### src/rtl/core/binary_grid_neighbour_count_top_assert.svh
// ----------------------------------------------------------------------------
// Assertion macros for the grid neighbor count block
// Clocked property checks on one clock; only the first is quiet in reset.
// ----------------------------------------------------------------------------
`ifndef BINARY_GRID_NEIGHBOUR_COUNT_TOP_ASSERT_SVH
`define BINARY_GRID_NEIGHBOUR_COUNT_TOP_ASSERT_SVH

// Check on clk, quiet while rst_n is low.
`define BGNC_ASSERT(lbl, prop, msg) \
    lbl: assert property (@(posedge clk) disable iff (!rst_n) prop) else $error(msg);

// Check on clk at every edge, reset included.
`define BGNC_ASSERT_ALWAYS(lbl, prop, msg) \
    lbl: assert property (@(posedge clk) prop) else $error(msg);

`endif

### src/rtl/core/bgnc_pkg.sv
// ----------------------------------------------------------------------------
// bgnc_pkg
// Widths, register indexes and control types shared by the block's files.
// ----------------------------------------------------------------------------
package bgnc_pkg;

    localparam int MAX_COLS_DEFAULT = 32;
    localparam int MAX_ROWS_DEFAULT = 4096;

    localparam int NUM_ROWS_W  = 13;
    localparam int NUM_COLS_W  = 6;
    localparam int COUNT_W     = 4;
    localparam int ROW_OUT_W   = 12;
    localparam int COL_OUT_W   = 5;
    localparam int CFG_INDEX_W = 2;
    localparam int CFG_DATA_W  = 13;

    localparam logic [NUM_ROWS_W-1:0] NUM_ROWS_RESET = 13'd1;
    localparam logic [NUM_COLS_W-1:0] NUM_COLS_RESET = 6'd1;

    // Configuration register indexes
    localparam logic [CFG_INDEX_W-1:0] REG_NUM_ROWS = 2'd0;
    localparam logic [CFG_INDEX_W-1:0] REG_NUM_COLS = 2'd1;

    typedef struct packed {
        logic accept;   // take the cell beat, update stores, start a run
        logic emit;     // load the next result into the output register
    } ctrl_cmd_t;

    typedef struct packed {
        logic has_results;  // the offered cell releases at least one result
        logic run_last;     // the pending step is the last of its run
        logic out_free;     // the output register can take a result
    } dp_status_t;

endpackage

### src/rtl/core/bgnc_cell_if.sv
// ----------------------------------------------------------------------------
// bgnc_cell_if
// Input channel: one grid cell per beat.
// ----------------------------------------------------------------------------
interface bgnc_cell_if;
    logic valid;
    logic ready;
    logic mine;

    modport source (output valid, output mine, input ready);
    modport sink (input valid, input mine, output ready);
endinterface

### src/rtl/core/bgnc_count_if.sv
// ----------------------------------------------------------------------------
// bgnc_count_if
// Output channel: one neighbor count with its cell position per beat.
// ----------------------------------------------------------------------------
interface bgnc_count_if;
    logic                           valid;
    logic                           ready;
    logic [bgnc_pkg::COUNT_W-1:0]   neighbour_count;
    logic [bgnc_pkg::ROW_OUT_W-1:0] cell_row;
    logic [bgnc_pkg::COL_OUT_W-1:0] cell_col;
    logic                           last_of_run;
    logic                           frame_end;

    modport source (output valid, output neighbour_count, output cell_row,
                    output cell_col, output last_of_run, output frame_end,
                    input ready);
    modport sink (input valid, input neighbour_count, input cell_row,
                  input cell_col, input last_of_run, input frame_end,
                  output ready);
endinterface

### src/rtl/core/bgnc_cfg_if.sv
// ----------------------------------------------------------------------------
// bgnc_cfg_if
// Configuration write channel: register index and write data per beat.
// ----------------------------------------------------------------------------
interface bgnc_cfg_if;
    logic                             valid;
    logic                             ready;
    logic [bgnc_pkg::CFG_INDEX_W-1:0] index;
    logic [bgnc_pkg::CFG_DATA_W-1:0]  data;

    modport source (output valid, output index, output data, input ready);
    modport sink (input valid, input index, input data, output ready);
endinterface

### src/rtl/core/binary_grid_neighbour_count_top.sv
// Counts set cells in the clipped 3x3 box around every cell of a binary grid
// streamed one cell per beat in row-major order, and returns the counts in
// row-major order with their positions as soon as each is final. A cell that
// releases no result or one result is taken without holding off the next, so
// ordinary cells stream at one per clock while the receiver keeps up. At the
// last column of a row the block releases the tail of the row above, and the
// frame's last cell also releases the whole last row; the next cell is held
// off while such a run drains, since the single output register hands out one
// result per cycle when the receiver is ready. Receiver stalls hold the run.
// The row stores are flip-flops cleared by reset, so no start-up pass is needed.
// ----------------------------------------------------------------------------
// binary_grid_neighbour_count_top
// Top level: sequencer, datapath and interface channels.
// ----------------------------------------------------------------------------
`include "binary_grid_neighbour_count_top_assert.svh"

module binary_grid_neighbour_count_top
#(
    parameter int MAX_COLS = bgnc_pkg::MAX_COLS_DEFAULT,
    parameter int MAX_ROWS = bgnc_pkg::MAX_ROWS_DEFAULT
)
(
    input  logic         clk,
    input  logic         rst_n,
    bgnc_cell_if.sink    cells,
    bgnc_count_if.source counts,
    bgnc_cfg_if.sink     cfg
);

    bgnc_pkg::ctrl_cmd_t  cmd;
    bgnc_pkg::dp_status_t status;
    logic                 cell_ready;
    logic                 fend_beat;
    logic                 run_start;

    assign cells.ready = cell_ready;

    bgnc_ctrl u_ctrl
    (
        .clk        (clk),
        .rst_n      (rst_n),
        .cell_valid (cells.valid),
        .cell_ready (cell_ready),
        .status     (status),
        .cmd        (cmd)
    );

    bgnc_datapath
    #(
        .MAX_COLS (MAX_COLS),
        .MAX_ROWS (MAX_ROWS)
    )
    u_datapath
    (
        .clk    (clk),
        .rst_n  (rst_n),
        .cmd    (cmd),
        .status (status),
        .mine   (cells.mine),
        .cfg    (cfg),
        .counts (counts)
    );

    assign fend_beat = counts.valid && counts.frame_end;
    assign run_start = cmd.accept && status.has_results;

    `BGNC_ASSERT(a_frame_end_closes_run, fend_beat |-> counts.last_of_run, "frame end off run end")
    `BGNC_ASSERT(a_run_reaches_output, run_start |-> ##2 counts.valid, "run without output beat")
    `BGNC_ASSERT_ALWAYS(a_reset_quiet, !rst_n |-> !counts.valid, "output valid during reset")

endmodule

### src/rtl/core/bgnc_ctrl.sv
// ----------------------------------------------------------------------------
// bgnc_ctrl
// Sequencer: takes cell beats and steps the datapath through each result run.
// ----------------------------------------------------------------------------
module bgnc_ctrl
(
    input  logic                 clk,
    input  logic                 rst_n,
    input  logic                 cell_valid,
    output logic                 cell_ready,
    input  bgnc_pkg::dp_status_t status,
    output bgnc_pkg::ctrl_cmd_t  cmd
);

    localparam logic [0:0] ST_IDLE = 1'b0;
    localparam logic [0:0] ST_EMIT = 1'b1;

    logic [0:0] state_reg;
    logic [0:0] state_next;
    logic       emit;
    logic       accept;

    assign emit   = (state_reg == ST_EMIT) && status.out_free;
    // take the next cell on the same edge that the run's last result leaves
    assign cell_ready = (state_reg == ST_IDLE) || (emit && status.run_last);
    assign accept = cell_valid && cell_ready;

    assign cmd.accept = accept;
    assign cmd.emit   = emit;

    always_comb
    begin
        state_next = state_reg;
        unique case (state_reg)
            ST_IDLE:
            begin
                if (accept && status.has_results)
                    state_next = ST_EMIT;
            end
            ST_EMIT:
            begin
                if (emit && status.run_last)
                    state_next = (accept && status.has_results) ? ST_EMIT : ST_IDLE;
            end
            default:
            begin
                state_next = ST_IDLE;
            end
        endcase
    end

    always_ff @(posedge clk or negedge rst_n)
    begin
        if (!rst_n)
            state_reg <= ST_IDLE;
        else
            state_reg <= state_next;
    end

endmodule

### src/rtl/core/bgnc_datapath.sv
// ----------------------------------------------------------------------------
// bgnc_datapath
// Row stores, position counters, run bookkeeping, window sums and the
// output register.
// ----------------------------------------------------------------------------
module bgnc_datapath
#(
    parameter int MAX_COLS = bgnc_pkg::MAX_COLS_DEFAULT,
    parameter int MAX_ROWS = bgnc_pkg::MAX_ROWS_DEFAULT
)
(
    input  logic                 clk,
    input  logic                 rst_n,
    input  bgnc_pkg::ctrl_cmd_t  cmd,
    output bgnc_pkg::dp_status_t status,
    input  logic                 mine,
    bgnc_cfg_if.sink             cfg,
    bgnc_count_if.source         counts
);

    localparam int RW  = (MAX_ROWS > 1) ? $clog2(MAX_ROWS) : 1;
    localparam int CCW = (MAX_COLS > 1) ? $clog2(MAX_COLS) : 1;
    localparam int RCW = ((RW > bgnc_pkg::NUM_ROWS_W) ? RW : bgnc_pkg::NUM_ROWS_W) + 1;
    localparam int CLW = (((CCW + 1) > bgnc_pkg::NUM_COLS_W) ? (CCW + 1)
                                                           : bgnc_pkg::NUM_COLS_W) + 1;

    // configuration
    logic [bgnc_pkg::NUM_ROWS_W-1:0] num_rows_reg;
    logic [bgnc_pkg::NUM_COLS_W-1:0] num_cols_reg;
    logic [RCW-1:0]                  rows_raw;
    logic [RCW-1:0]                  rows_eff;
    logic [CLW-1:0]                  cols_raw;
    logic [CLW-1:0]                  cols_eff;
    logic [CCW-1:0]                  cols_m1;

    // stores and position
    logic [MAX_COLS-1:0] upper_reg;
    logic [MAX_COLS-1:0] middle_reg;
    logic [MAX_COLS-1:0] current_reg;
    logic [MAX_COLS-1:0] current_next;
    logic [RW-1:0]       in_row_reg;
    logic [CCW-1:0]      in_col_reg;

    // release decode for the offered cell
    logic           last_col;
    logic           last_row;
    logic [CCW-1:0] col_prev;
    logic           a_en;
    logic           b_en;
    logic [CCW-1:0] a_lo;
    logic [CCW-1:0] a_hi;

    // run state
    logic           phase_b_reg;
    logic [CCW-1:0] k_reg;
    logic [CCW-1:0] a_hi_reg;
    logic           b_en_reg;
    logic           up_ok_reg;
    logic           above_b_reg;
    logic [RW-1:0]  run_row_reg;

    // window sums
    logic [MAX_COLS-1:0]        col_mask;
    logic [MAX_COLS-1:0]        top_bits;
    logic [MAX_COLS-1:0]        mid_bits;
    logic [MAX_COLS-1:0]        bot_bits;
    logic [1:0]                 vsum [MAX_COLS+1:0];
    logic [bgnc_pkg::COUNT_W-1:0] win [MAX_COLS-1:0];
    logic [RW-1:0]              out_row;
    logic                       frame_last;

    // output register
    logic                           out_valid_reg;
    logic [bgnc_pkg::COUNT_W-1:0]   count_reg;
    logic [bgnc_pkg::ROW_OUT_W-1:0] row_reg;
    logic [bgnc_pkg::COL_OUT_W-1:0] col_reg;
    logic                           last_reg;
    logic                           fend_reg;

    assign cfg.ready = 1'b1;

    always_ff @(posedge clk or negedge rst_n)
    begin
        if (!rst_n)
        begin
            num_rows_reg <= bgnc_pkg::NUM_ROWS_RESET;
            num_cols_reg <= bgnc_pkg::NUM_COLS_RESET;
        end
        else if (cfg.valid)
        begin
            if (cfg.index == bgnc_pkg::REG_NUM_ROWS)
                num_rows_reg <= cfg.data[bgnc_pkg::NUM_ROWS_W-1:0];
            else if (cfg.index == bgnc_pkg::REG_NUM_COLS)
                num_cols_reg <= cfg.data[bgnc_pkg::NUM_COLS_W-1:0];
        end
    end

    // clamp the programmed sizes to 1..MAX
    always_comb
    begin
        rows_raw = RCW'(num_rows_reg);
        if (rows_raw == '0)
            rows_eff = RCW'(1);
        else if (rows_raw > RCW'(MAX_ROWS))
            rows_eff = RCW'(MAX_ROWS);
        else
            rows_eff = rows_raw;

        cols_raw = CLW'(num_cols_reg);
        if (cols_raw == '0)
            cols_eff = CLW'(1);
        else if (cols_raw > CLW'(MAX_COLS))
            cols_eff = CLW'(MAX_COLS);
        else
            cols_eff = cols_raw;

        cols_m1 = CCW'(cols_eff - CLW'(1));
    end

    always_comb
    begin
        last_col = (CLW'(in_col_reg) + CLW'(1)) >= cols_eff;
        last_row = (RCW'(in_row_reg) + RCW'(1)) >= rows_eff;
        col_prev = (in_col_reg == '0) ? '0 : in_col_reg - CCW'(1);
        a_en     = (in_row_reg != '0) && (last_col || (in_col_reg != '0));
        b_en     = last_row && last_col;
        if (last_col)
        begin
            a_lo = (col_prev > cols_m1) ? cols_m1 : col_prev;
            a_hi = cols_m1;
        end
        else
        begin
            a_lo = col_prev;
            a_hi = col_prev;
        end
    end

    always_comb
    begin
        for (int j = 0; j < MAX_COLS; j++)
            current_next[j] = (CCW'(j) == in_col_reg) ? mine : current_reg[j];
    end

    always_ff @(posedge clk or negedge rst_n)
    begin
        if (!rst_n)
        begin
            upper_reg   <= '0;
            middle_reg  <= '0;
            current_reg <= '0;
            in_row_reg  <= '0;
            in_col_reg  <= '0;
        end
        else if (cmd.accept)
        begin
            // shift the row stores at the start of a row
            if (in_col_reg == '0)
            begin
                upper_reg  <= middle_reg;
                middle_reg <= current_reg;
            end
            current_reg <= current_next;
            if (last_col)
            begin
                in_col_reg <= '0;
                in_row_reg <= last_row ? '0 : in_row_reg + RW'(1);
            end
            else
            begin
                in_col_reg <= in_col_reg + CCW'(1);
            end
        end
    end

    always_ff @(posedge clk or negedge rst_n)
    begin
        if (!rst_n)
        begin
            phase_b_reg <= 1'b0;
            k_reg       <= '0;
            a_hi_reg    <= '0;
            b_en_reg    <= 1'b0;
            up_ok_reg   <= 1'b0;
            above_b_reg <= 1'b0;
            run_row_reg <= '0;
        end
        else if (cmd.accept)
        begin
            phase_b_reg <= !a_en;
            k_reg       <= a_en ? a_lo : '0;
            a_hi_reg    <= a_hi;
            b_en_reg    <= b_en;
            up_ok_reg   <= RCW'(in_row_reg) >= RCW'(2);
            above_b_reg <= in_row_reg != '0;
            run_row_reg <= in_row_reg;
        end
        else if (cmd.emit)
        begin
            // row above done: move on to the final row
            if (!phase_b_reg && (k_reg == a_hi_reg))
            begin
                phase_b_reg <= 1'b1;
                k_reg       <= '0;
            end
            else
            begin
                k_reg <= k_reg + CCW'(1);
            end
        end
    end

    // column sums of the three window rows, then the 3-wide sum per column
    always_comb
    begin
        for (int j = 0; j < MAX_COLS; j++)
            col_mask[j] = CLW'(j) < cols_eff;

        if (phase_b_reg)
        begin
            top_bits = middle_reg & {MAX_COLS{above_b_reg}};
            mid_bits = current_reg;
            bot_bits = '0;
        end
        else
        begin
            top_bits = upper_reg & {MAX_COLS{up_ok_reg}};
            mid_bits = middle_reg;
            bot_bits = current_reg;
        end
        top_bits = top_bits & col_mask;
        mid_bits = mid_bits & col_mask;
        bot_bits = bot_bits & col_mask;

        vsum[0]          = 2'd0;
        vsum[MAX_COLS+1] = 2'd0;
        for (int j = 0; j < MAX_COLS; j++)
            vsum[j+1] = {1'b0, top_bits[j]} + {1'b0, mid_bits[j]} + {1'b0, bot_bits[j]};

        for (int j = 0; j < MAX_COLS; j++)
            win[j] = bgnc_pkg::COUNT_W'(vsum[j]) + bgnc_pkg::COUNT_W'(vsum[j+1])
                   + bgnc_pkg::COUNT_W'(vsum[j+2]);
    end

    assign out_row    = phase_b_reg ? run_row_reg : run_row_reg - RW'(1);
    assign frame_last = phase_b_reg && (k_reg == cols_m1);

    assign status.has_results = a_en || b_en;
    assign status.run_last    = phase_b_reg ? (k_reg == cols_m1)
                                            : ((k_reg == a_hi_reg) && !b_en_reg);
    assign status.out_free    = !out_valid_reg || counts.ready;

    always_ff @(posedge clk or negedge rst_n)
    begin
        if (!rst_n)
            out_valid_reg <= 1'b0;
        else if (cmd.emit)
            out_valid_reg <= 1'b1;
        else if (counts.ready)
            out_valid_reg <= 1'b0;
    end

    always_ff @(posedge clk)
    begin
        if (cmd.emit)
        begin
            count_reg <= win[k_reg];
            row_reg   <= bgnc_pkg::ROW_OUT_W'(out_row);
            col_reg   <= bgnc_pkg::COL_OUT_W'(k_reg);
            last_reg  <= status.run_last;
            fend_reg  <= frame_last;
        end
    end

    assign counts.valid           = out_valid_reg;
    assign counts.neighbour_count = count_reg;
    assign counts.cell_row        = row_reg;
    assign counts.cell_col        = col_reg;
    assign counts.last_of_run     = last_reg;
    assign counts.frame_end       = fend_reg;

endmodule

### src/flat_wrapper.sv
// flat-port wrapper written by rule: the top's interface ports become plain ports
module binary_grid_neighbour_count_top_flat 
#(
    parameter int MAX_COLS = bgnc_pkg::MAX_COLS_DEFAULT,
    parameter int MAX_ROWS = bgnc_pkg::MAX_ROWS_DEFAULT
)
  (clk, rst_n, cells_valid, cells_mine, cells_ready, counts_valid, counts_neighbour_count, counts_cell_row, counts_cell_col, counts_last_of_run, counts_frame_end, counts_ready, cfg_valid, cfg_index, cfg_data, cfg_ready);
  bgnc_cell_if cells_i ();
  bgnc_count_if counts_i ();
  bgnc_cfg_if cfg_i ();
  input  logic clk;
  input  logic rst_n;
  input wire logic [$bits(cells_i.valid)-1:0] cells_valid;
  input wire logic [$bits(cells_i.mine)-1:0] cells_mine;
  output wire logic [$bits(cells_i.ready)-1:0] cells_ready;
  output wire logic [$bits(counts_i.valid)-1:0] counts_valid;
  output wire logic [$bits(counts_i.neighbour_count)-1:0] counts_neighbour_count;
  output wire logic [$bits(counts_i.cell_row)-1:0] counts_cell_row;
  output wire logic [$bits(counts_i.cell_col)-1:0] counts_cell_col;
  output wire logic [$bits(counts_i.last_of_run)-1:0] counts_last_of_run;
  output wire logic [$bits(counts_i.frame_end)-1:0] counts_frame_end;
  input wire logic [$bits(counts_i.ready)-1:0] counts_ready;
  input wire logic [$bits(cfg_i.valid)-1:0] cfg_valid;
  input wire logic [$bits(cfg_i.index)-1:0] cfg_index;
  input wire logic [$bits(cfg_i.data)-1:0] cfg_data;
  output wire logic [$bits(cfg_i.ready)-1:0] cfg_ready;
  assign cells_i.valid = cells_valid;
  assign cells_i.mine = cells_mine;
  assign cells_ready = cells_i.ready;
  assign counts_valid = counts_i.valid;
  assign counts_neighbour_count = counts_i.neighbour_count;
  assign counts_cell_row = counts_i.cell_row;
  assign counts_cell_col = counts_i.cell_col;
  assign counts_last_of_run = counts_i.last_of_run;
  assign counts_frame_end = counts_i.frame_end;
  assign counts_i.ready = counts_ready;
  assign cfg_i.valid = cfg_valid;
  assign cfg_i.index = cfg_index;
  assign cfg_i.data = cfg_data;
  assign cfg_ready = cfg_i.ready;
  binary_grid_neighbour_count_top #(.MAX_COLS(MAX_COLS), .MAX_ROWS(MAX_ROWS)) u_core (.clk(clk), .rst_n(rst_n), .cells(cells_i), .counts(counts_i), .cfg(cfg_i));
endmodule
### config.mk
export PLATFORM = sky130hd
export DESIGN_NAME = binary_grid_neighbour_count_top_flat
export DESIGN_NICKNAME = d
export VERILOG_FILES = /design/src/rtl/core/bgnc_pkg.sv /design/src/rtl/core/bgnc_cell_if.sv /design/src/rtl/core/bgnc_count_if.sv /design/src/rtl/core/bgnc_cfg_if.sv /design/src/rtl/core/binary_grid_neighbour_count_top.sv /design/src/rtl/core/bgnc_ctrl.sv /design/src/rtl/core/bgnc_datapath.sv /design/src/flat_wrapper.sv
export VERILOG_INCLUDE_DIRS = /design/src /design/src/rtl/core
export SDC_FILE = /design/constraint.sdc
export NUM_CORES = 1
export LEC_CHECK = 0
export ABC_AREA = 1
export BUFFER_PORTS_ARGS = -buffer_cell sky130_fd_sc_hd__buf_4
export CAP_MARGIN = 20
export CORE_MARGIN = 4
export CORE_UTILIZATION = 30
export DETAILED_ROUTE_END_ITERATION = 8
export GPL_TIMING_DRIVEN = 1
export PLACE_DENSITY = 0.58
export SLEW_MARGIN = 40
export SYNTH_ARGS = -nofsm -noshare
export SYNTH_HDL_FRONTEND = slang
export SYNTH_SLANG_ARGS = --single-unit
export TNS_END_PERCENT = 10
### constraint.sdc
create_clock -name clk -period 4.2 [get_ports clk]
set_input_delay 0.42 -clock clk [delete_from_list [all_inputs] [get_ports clk]]
set_output_delay 0.42 -clock clk [all_outputs]
set_load 0.02 [all_outputs]
==> results of run 1 <==
==> final timing paths <==
kind | start | endpoint | slack [ns]
min | cfg_data[9] | u_core.u_datapath.num_rows_reg[9]$_DFFE_PN0P_ | 0.19
max in group asynchronous | rst_n | u_core.u_datapath.num_cols_reg[0]$_DFFE_PN1P_ | 2.77
min reg2reg | u_core.u_datapath.middle_reg[10]$_DFFE_PN0P_ | u_core.u_datapath.upper_reg[10]$_DFFE_PN0P_ | 0.48
min in group asynchronous | rst_n | u_core.u_datapath.current_reg[18]$_DFFE_PN0P_ | 0.56
max | u_core.u_datapath.num_cols_reg[5]$_DFFE_PN0P_ | u_core.u_datapath.counts.neighbour_count[2]$_DFFE_PP_ | 0.16
max reg2reg | u_core.u_datapath.num_cols_reg[5]$_DFFE_PN0P_ | u_core.u_datapath.counts.neighbour_count[2]$_DFFE_PP_ | 0.16
==> layout by cell type, fill, tap and decap left out, drive strengths merged, types with 3 or more instances in the layout <==
cell and count:
dfrtp 158, xor2 19, nand4 14, fa 91
a221oi 16, o22ai 28, inv 278, clkinv 14
o2111ai 7, o21ai 216, mux2 6, a21o 3
a32oi 3, buf 124, nand2 469, a21oi 27
nor2 152, a22oi 10, a31oi 3, nand3 96
nor4 6, edfxtp 23, clkbuf 17, ha 102
o21a 3, xnor2 8, o211ai 7, nor3 8
==> through the flow <==
stage | std cells | util [%] | hold slack [ns] | setup slack, ns | TNS, ns
after floorplan | 1850 | - | 0.124 | 0.0678 | 0
after global placement | 2501 | 33.3 | 0.462 | -0.0673 | -0.125
after detailed placement | 2501 | 33.3 | 0.474 | -0.110 | -0.254
after CTS | 2534 | 34.6 | 0.166 | 0.000562 | 0
after global routing | 2539 | 35.1 | 0.166 | -0.0951 | -0.190
final | 2539 | 35.1 | 0.187 | 0.164 | 0
==> cell families after synthesis <==
| family | count (synthesis) | share of synthesized area (%) |
|---|---|---|
| mux | 6 | 0.463 |
| compound gates | 333 | 13.2 |
| simple gates | 747 | 21.3 |
| buf+inv | 360 | 9.89 |
| flops | 183 | 32.2 |
| xor+xnor | 27 | 1.62 |
| other cells | 1 | 0.0257 |
| fa+ha+maj | 193 | 21.2 |
==> metal layers <==
layer | vias to the layer above | wire [um] | track usage (%)
li1 | 6087 | - | -
met1 | 6182 | 19300 | 22.7
met2 | 338 | 20700 | 27.8
met3 | 72 | 2240 | 2.59
met4 | 0 | 1240 | 5.49
met5 | - | 0 | 0
==> repair_timing <==
item / in CTS / in global routing
hold buffers: 1 / 0
buffers inserted: 0 / 5
pin swaps: 0 / 19
setup endpoints to repair: 3 / 3
resized for setup: 6 / 58
endpoints found under the hold margin: 25 / 0
==> worst register-to-register path: stages (launching register included) <==
cell and delay [ns]:
dfrtp_2 0.45, inv_2 0.11, buf_6 0.16, nand2_4 0.08, nor2_1 0.09, inv_1 0.11
nor2_2 0.15, nor2_1 0.13, a21oi_2 0.21, nand2_1 0.12, fa_2 0.56, inv_1 0.10
fa_1 0.45, ha_1 0.20, ha_1 0.27, nor2_1 0.14, o221ai_2 0.14, a221oi_2 0.24
a32oi_1 0.08
==> power groups by stage <==
stage          logic [W]  clock network (W)  registers, W
2_1_floorplan    0.00441                  0       0.00301
3_3_place_gp     0.00667                  0       0.00299
3_5_place_dp     0.00680                  0       0.00301
4_1_cts          0.00686            0.00176       0.00298
5_1_grt          0.00794            0.00184       0.00305
6_report         0.00705            0.00173       0.00297
==> layout make-up <==
| cell class | instances | share of cell area (%) |
|---|---|---|
| multi-input combinational | 1307 | 51.3 |
| sequential | 183 | 27.9 |
| timing repair buffer | 125 | 6.28 |
| inverter | 277 | 6.18 |
| tap | 615 | 4.57 |
| clock buffer | 17 | 2.53 |
| clock inverter | 15 | 1.18 |
==> results.cfg, run 1 <==
[outcome]
outcome = complete, no violations

[final_layout]
final_net_count = 2125
n_fill_cell = 4926
area_growth_pct = 15.3
n_antenna_cell = 0
layout-drive-gt1-share_pct = 13.1
final_cell_area_um2 = 16800
multi_input_area_um2 = 8640
register_area_um2 = 4700

[timing]
relSlewSlack_pct = 48.3
tightest_slew_ns = 0.774
rsz0062_at_grt = yes
setup_viol = 0
period_share_pct = 96.1
skew_ns = 0.0133
hold_violations = 0
slew_viol_final = 0
fin_crit_ns = 4.04
max_freq_ghz = 0.248

[logic_synthesis]
synth.avg_cell_area_um2 = 7.89
ys_ff_latch = 183
synth_top_cell_by_area = dfrtp_1
yosysMostFrequentCell = nand2_1
synth_warnings = 0
postSynthCellCount = 1850
netlist_area_um2 = 14600
synth.area.top_cells = dfrtp_1 (27%), fa_1 (12%), nand2_1 (12%)
synth_edf_count = 23
ys_seq_area_share_pct = 32.2
ys_types = 51
synth_top_area_share_pct = 27.1
syn-num-nets = 2064
synthArstFlopShare_pct = 87.4
yosys-top-cells-count = nand2_1 (449), inv_1 (268), o21ai_0 (182)
synthFlopType = dfrtp_1

[drt]
drt-total-wl_um = 43500
final_antenna_net_count = 0
drtIter0Drc = 915
vias = 12679
firstDrtPassIters = 7
via_per_inst = 4.99
wire_per_inst_um = 17.1
drc = 0

[floorplan]
initial_core_util_pct = 30.4
coreArea_um2 = 47900
die_y_um = 229
io_pins = 47
die-area_um2 = 52200
rows = 80
die_w_um = 229

[setup_path]
cp_common_cell = nor2_1
slowest_stage = fa_2
end_kind = register
crit_path_cell_trace = inv_2 -> buf_6 -> nand2_4 -> nor2_1 -> inv_1 -> nor2_2 -> nor2_1 -> a21oi_2 -> nand2_1 -> fa_2 -> inv_1 -> fa_1 -> ha_1 -> ha_1 -> nor2_1 -> o221ai_2 -> a221oi_2 -> a32oi_1
crit_cells = 18
worstPathRequired_ns = 4.40
cp_top_family = adder cells
cp.arrival_ns = 4.24
reg2reg_depth = 18
critPathMaxFanout = 8
crit_buf_inv = 4
start_kind = register
critPathKind = register to register
cpPeakStageDelay_ns = 0.56

[clocking]
tritoncts = done
cts_buffer_depth = 2
cts_sinks = 183
numCtsBuffers = 17
htreeDepth = 4
insertion_delay_ns = 0.46
clkTransAtPathRegs_ns = 0.08
cts-root-buf = clkbuf_16

[pwr]
ir_worst_vdd_mv = 0.406
pwr-share-clk_pct = 14.7
p_switching_w = 0.00589
p_seq_share_pct = 25.3
p_total_w = 0.0117
power.leakage_nw = 8.32
power.internal_w = 0.00586
comb_power_share_pct = 60.0
p_per_area_nw_per_um2 = 698
p_sw_share_pct = 50.1

[placement]
portBuffers = 45
dp_hpwl_um = 32700
place_congestion = 0.943
place_area_um2 = 16000

[hold_path]
min_path_type = primary input to register
min_path_cells = 2

[global_routing]
grt_max_degree = 90
grt_usage_pct = 16.8
first_global_vias = 12739
grt-ovfl-total = 0
antenna_found_initial = 0
grt_pass1_wl_um = 70100

[job]
drv_cap = 0
(Power assumes the default switching activity.)
==> run 2: changes to the inputs <==
ABC_AREA = unset   (was 1)
==> results.cfg, run 2 <==
[timing]
relSlewSlack_pct = 40.4
period_share_pct = 111
setup_viol = 4
skew_ns = 0.0148
hold_violations = 0
rsz0062_at_grt = yes
max_freq_ghz = 0.215
slew_viol_final = 0
finalWorstSetupSlack_ns = -0.448
tightest_slew_ns = 0.889
fin_crit_ns = 4.65

[setup_path]
slowest_stage = fa_2
worstPathRequired_ns = 4.41
critPathKind = register to register
crit_path_cell_trace = nor4_4 -> o21ai_2 -> inv_2 -> ha_4 -> nor2_2 -> or3_4 -> fa_2 -> inv_1 -> fa_2 -> ha_1 -> ha_1 -> mux4_2 -> mux4_2 -> mux2_4
start_kind = register
cp.arrival_ns = 4.86
crit_cells = 14
crit-reg2reg-capture = u_core.u_datapath.counts.neighbour_count[2]$_DFFE_PP_
reg2reg_depth = 14
r2r_setup_slack_ns = -0.45
critPathCapture = u_core.u_datapath.counts.neighbour_count[2]$_DFFE_PP_
crit_buf_inv = 2
startpoint = u_core.u_datapath.num_cols_reg[1]$_DFFE_PN0P_
critPathMaxFanout = 5
reg2reg_from = u_core.u_datapath.num_cols_reg[1]$_DFFE_PN0P_
end_kind = register
cp_top_family = adder cells
cpPeakStageDelay_ns = 0.56

[global_routing]
grt_usage_pct = 14.7
grt-ovfl-total = 0
antenna_found_initial = 0
grt_max_degree = 83
grt_pass1_wl_um = 58800
first_global_vias = 10494

[clocking]
tritoncts = done
cts-root-buf = clkbuf_16
cts_buffer_depth = 2
cts_sinks = 183
numCtsBuffers = 17
htreeDepth = 4
insertion_delay_ns = 0.46
clkTransAtPathRegs_ns = 0.08

[pwr]
ir_worst_vdd_mv = 0.317
p_per_area_nw_per_um2 = 606
power.leakage_nw = 7.95

[job]
drv_cap = 0

[outcome]
outcome = finished, violations left
violations = negative setup slack

[logic_synthesis]
syn-num-nets = 1518
synthFlopType = dfrtp_1
synth_top_area_share_pct = 27.5
synth.area.top_cells = dfrtp_1 (28%), fa_1 (13%), mux2_2 (12%)
ys_ff_latch = 183
postSynthCellCount = 1304
netlist_area_um2 = 14400
synthArstFlopShare_pct = 87.4
synth_warnings = 0
yosys-top-cells-count = dfrtp_1 (158), mux2_2 (147), nand2_1 (133)
ys_seq_area_share_pct = 32.7
ys_types = 64
synth.avg_cell_area_um2 = 11.0
yosysMostFrequentCell = dfrtp_1
synth_top_cell_by_area = dfrtp_1
synth_edf_count = 23

[placement]
portBuffers = 45
place_congestion = 0.891
dp_hpwl_um = 27900
dp.cells = 1975

[drt]
vias = 10040
wire_per_inst_um = 18.0
drc = 0
via_per_inst = 4.99
final_antenna_net_count = 0
firstDrtPassIters = 5
drt-total-wl_um = 36300
drtIter0Drc = 754

[floorplan]
die_w_um = 227
coreArea_um2 = 47000
io_pins = 47
rows = 79
initial_core_util_pct = 30.6
die-area_um2 = 51400
die_y_um = 227

[hold_path]
min_path_type = primary input to register

[final_layout]
final_util_pct = 35.9
n_antenna_cell = 0
final_net_count = 1607
fin_cells = 2013
area_growth_pct = 17.3
final_common_cell = dfrtp_1
layout-drive-gt1-share_pct = 32.1
layout_common_cells = dfrtp_1 (154), mux2_2 (144), buf_4 (129)
-- run 2: cell types whose count changed in the layout (fill, tap and decap cells not counted), sizes merged, moves of 17 or more --
cell,before,now
mux4,0,36
o22ai,28,0
o21ai,216,58
a22o,0,25
inv,278,131
mux2,6,153
buf,124,141
mux2i,0,17
nand2,469,133
nor2,152,49
nand3,96,27
nand2b,0,22
nand3b,1,23
-- run 2: layout make-up --
| type | count | area, um2 |
|---|---|---|
| clock buffer | 18 | 429 |
| sequential | 183 | 4700 |
| inverter | 124 | 465 |
| clock inverter | 14 | 158 |
| fill | 4602 | 30100 |
| timing repair buffer | 142 | 1180 |
| multi-input combinational | 925 | 9150 |
| tap | 607 | 759 |
-- run 2: metal layers --
metal | up-vias | share of wire [%] | global-route usage (%)
met5 | - | 0 | 0
met4 | 0 | 3.5 | 6.54
met3 | 51 | 2.5 | 1.67
met2 | 162 | 47 | 23.3
met1 | 5135 | 47 | 20.3
li1 | 4692 | - | -
-- run 2: worst min path at each step --
stage | startpoint | endpoint | slack, ns | cells past startpoint
final | cells_valid | u_core.u_datapath.phase_b_reg$_DFFE_PN0P_ | 0.17 | 2
after global routing | cells_valid | u_core.u_datapath.phase_b_reg$_DFFE_PN0P_ | 0.17 | 2
after CTS | cells_valid | u_core.u_datapath.phase_b_reg$_DFFE_PN0P_ | 0.15 | 2
after detailed placement | rst_n | u_core.u_datapath.middle_reg[25]$_DFFE_PN0P_ | 0.41 | 1
after global placement | rst_n | u_core.u_datapath.current_reg[25]$_DFFE_PN0P_ | 0.40 | 1
after floorplan | rst_n | u_core.u_ctrl.state_reg$_DFF_PN0_ | 0.12 | 0
-- run 2: repair_timing --
item | in CTS | in global routing
setup buffers | 3 | 2
endpoints found under the setup margin | 4 | 4
hold buffers | 1 | 0
pin swaps | 12 | 25
resized for setup | 22 | 36
hold endpoints to repair | 47 | 0
-- run 2: logic make-up (layout without fill, tap and decap cells) --
group,Yosys count,after routing,share of synthesized area (%)
buffers and inverters,196,298,5.58
AO/OA/AOI/OAI,152,152,7.09
flip-flops,183,183,32.7
AND/OR/NAND/NOR,337,337,11.8
multiplexers,206,206,18.8
adder cells (fa/ha/maj),193,193,21.6
other,1,1,0.0261
XOR/XNOR,36,36,2.35
-- run 2: per-stage QoR --
| step | setup WS [ns] | TNS (ns) | power (W) | cell area, um2 | hold slack, ns |
|---|---|---|---|---|---|
| 2_1_floorplan | -0.322 | -0.797 | 0.00657 | 14400 | 0.124 |
| 3_5_place_dp | -0.522 | -1.61 | 0.00851 | 16000 | 0.410 |
| 6_report | -0.448 | -1.30 | 0.0102 | 16800 | 0.174 |
| 4_1_cts | -0.472 | -1.52 | 0.0102 | 16700 | 0.149 |
| 3_3_place_gp | -0.463 | -1.44 | 0.00840 | 16000 | 0.404 |
| 5_1_grt | -0.638 | -2.04 | 0.0110 | 16800 | 0.165 |
-- run 2: where the power goes --
part | internal [W] | switching, W
Combinational | 0.00263 | 0.00316
Clock | 0.000799 | 0.000824
Sequential | 0.00236 | 0.000423
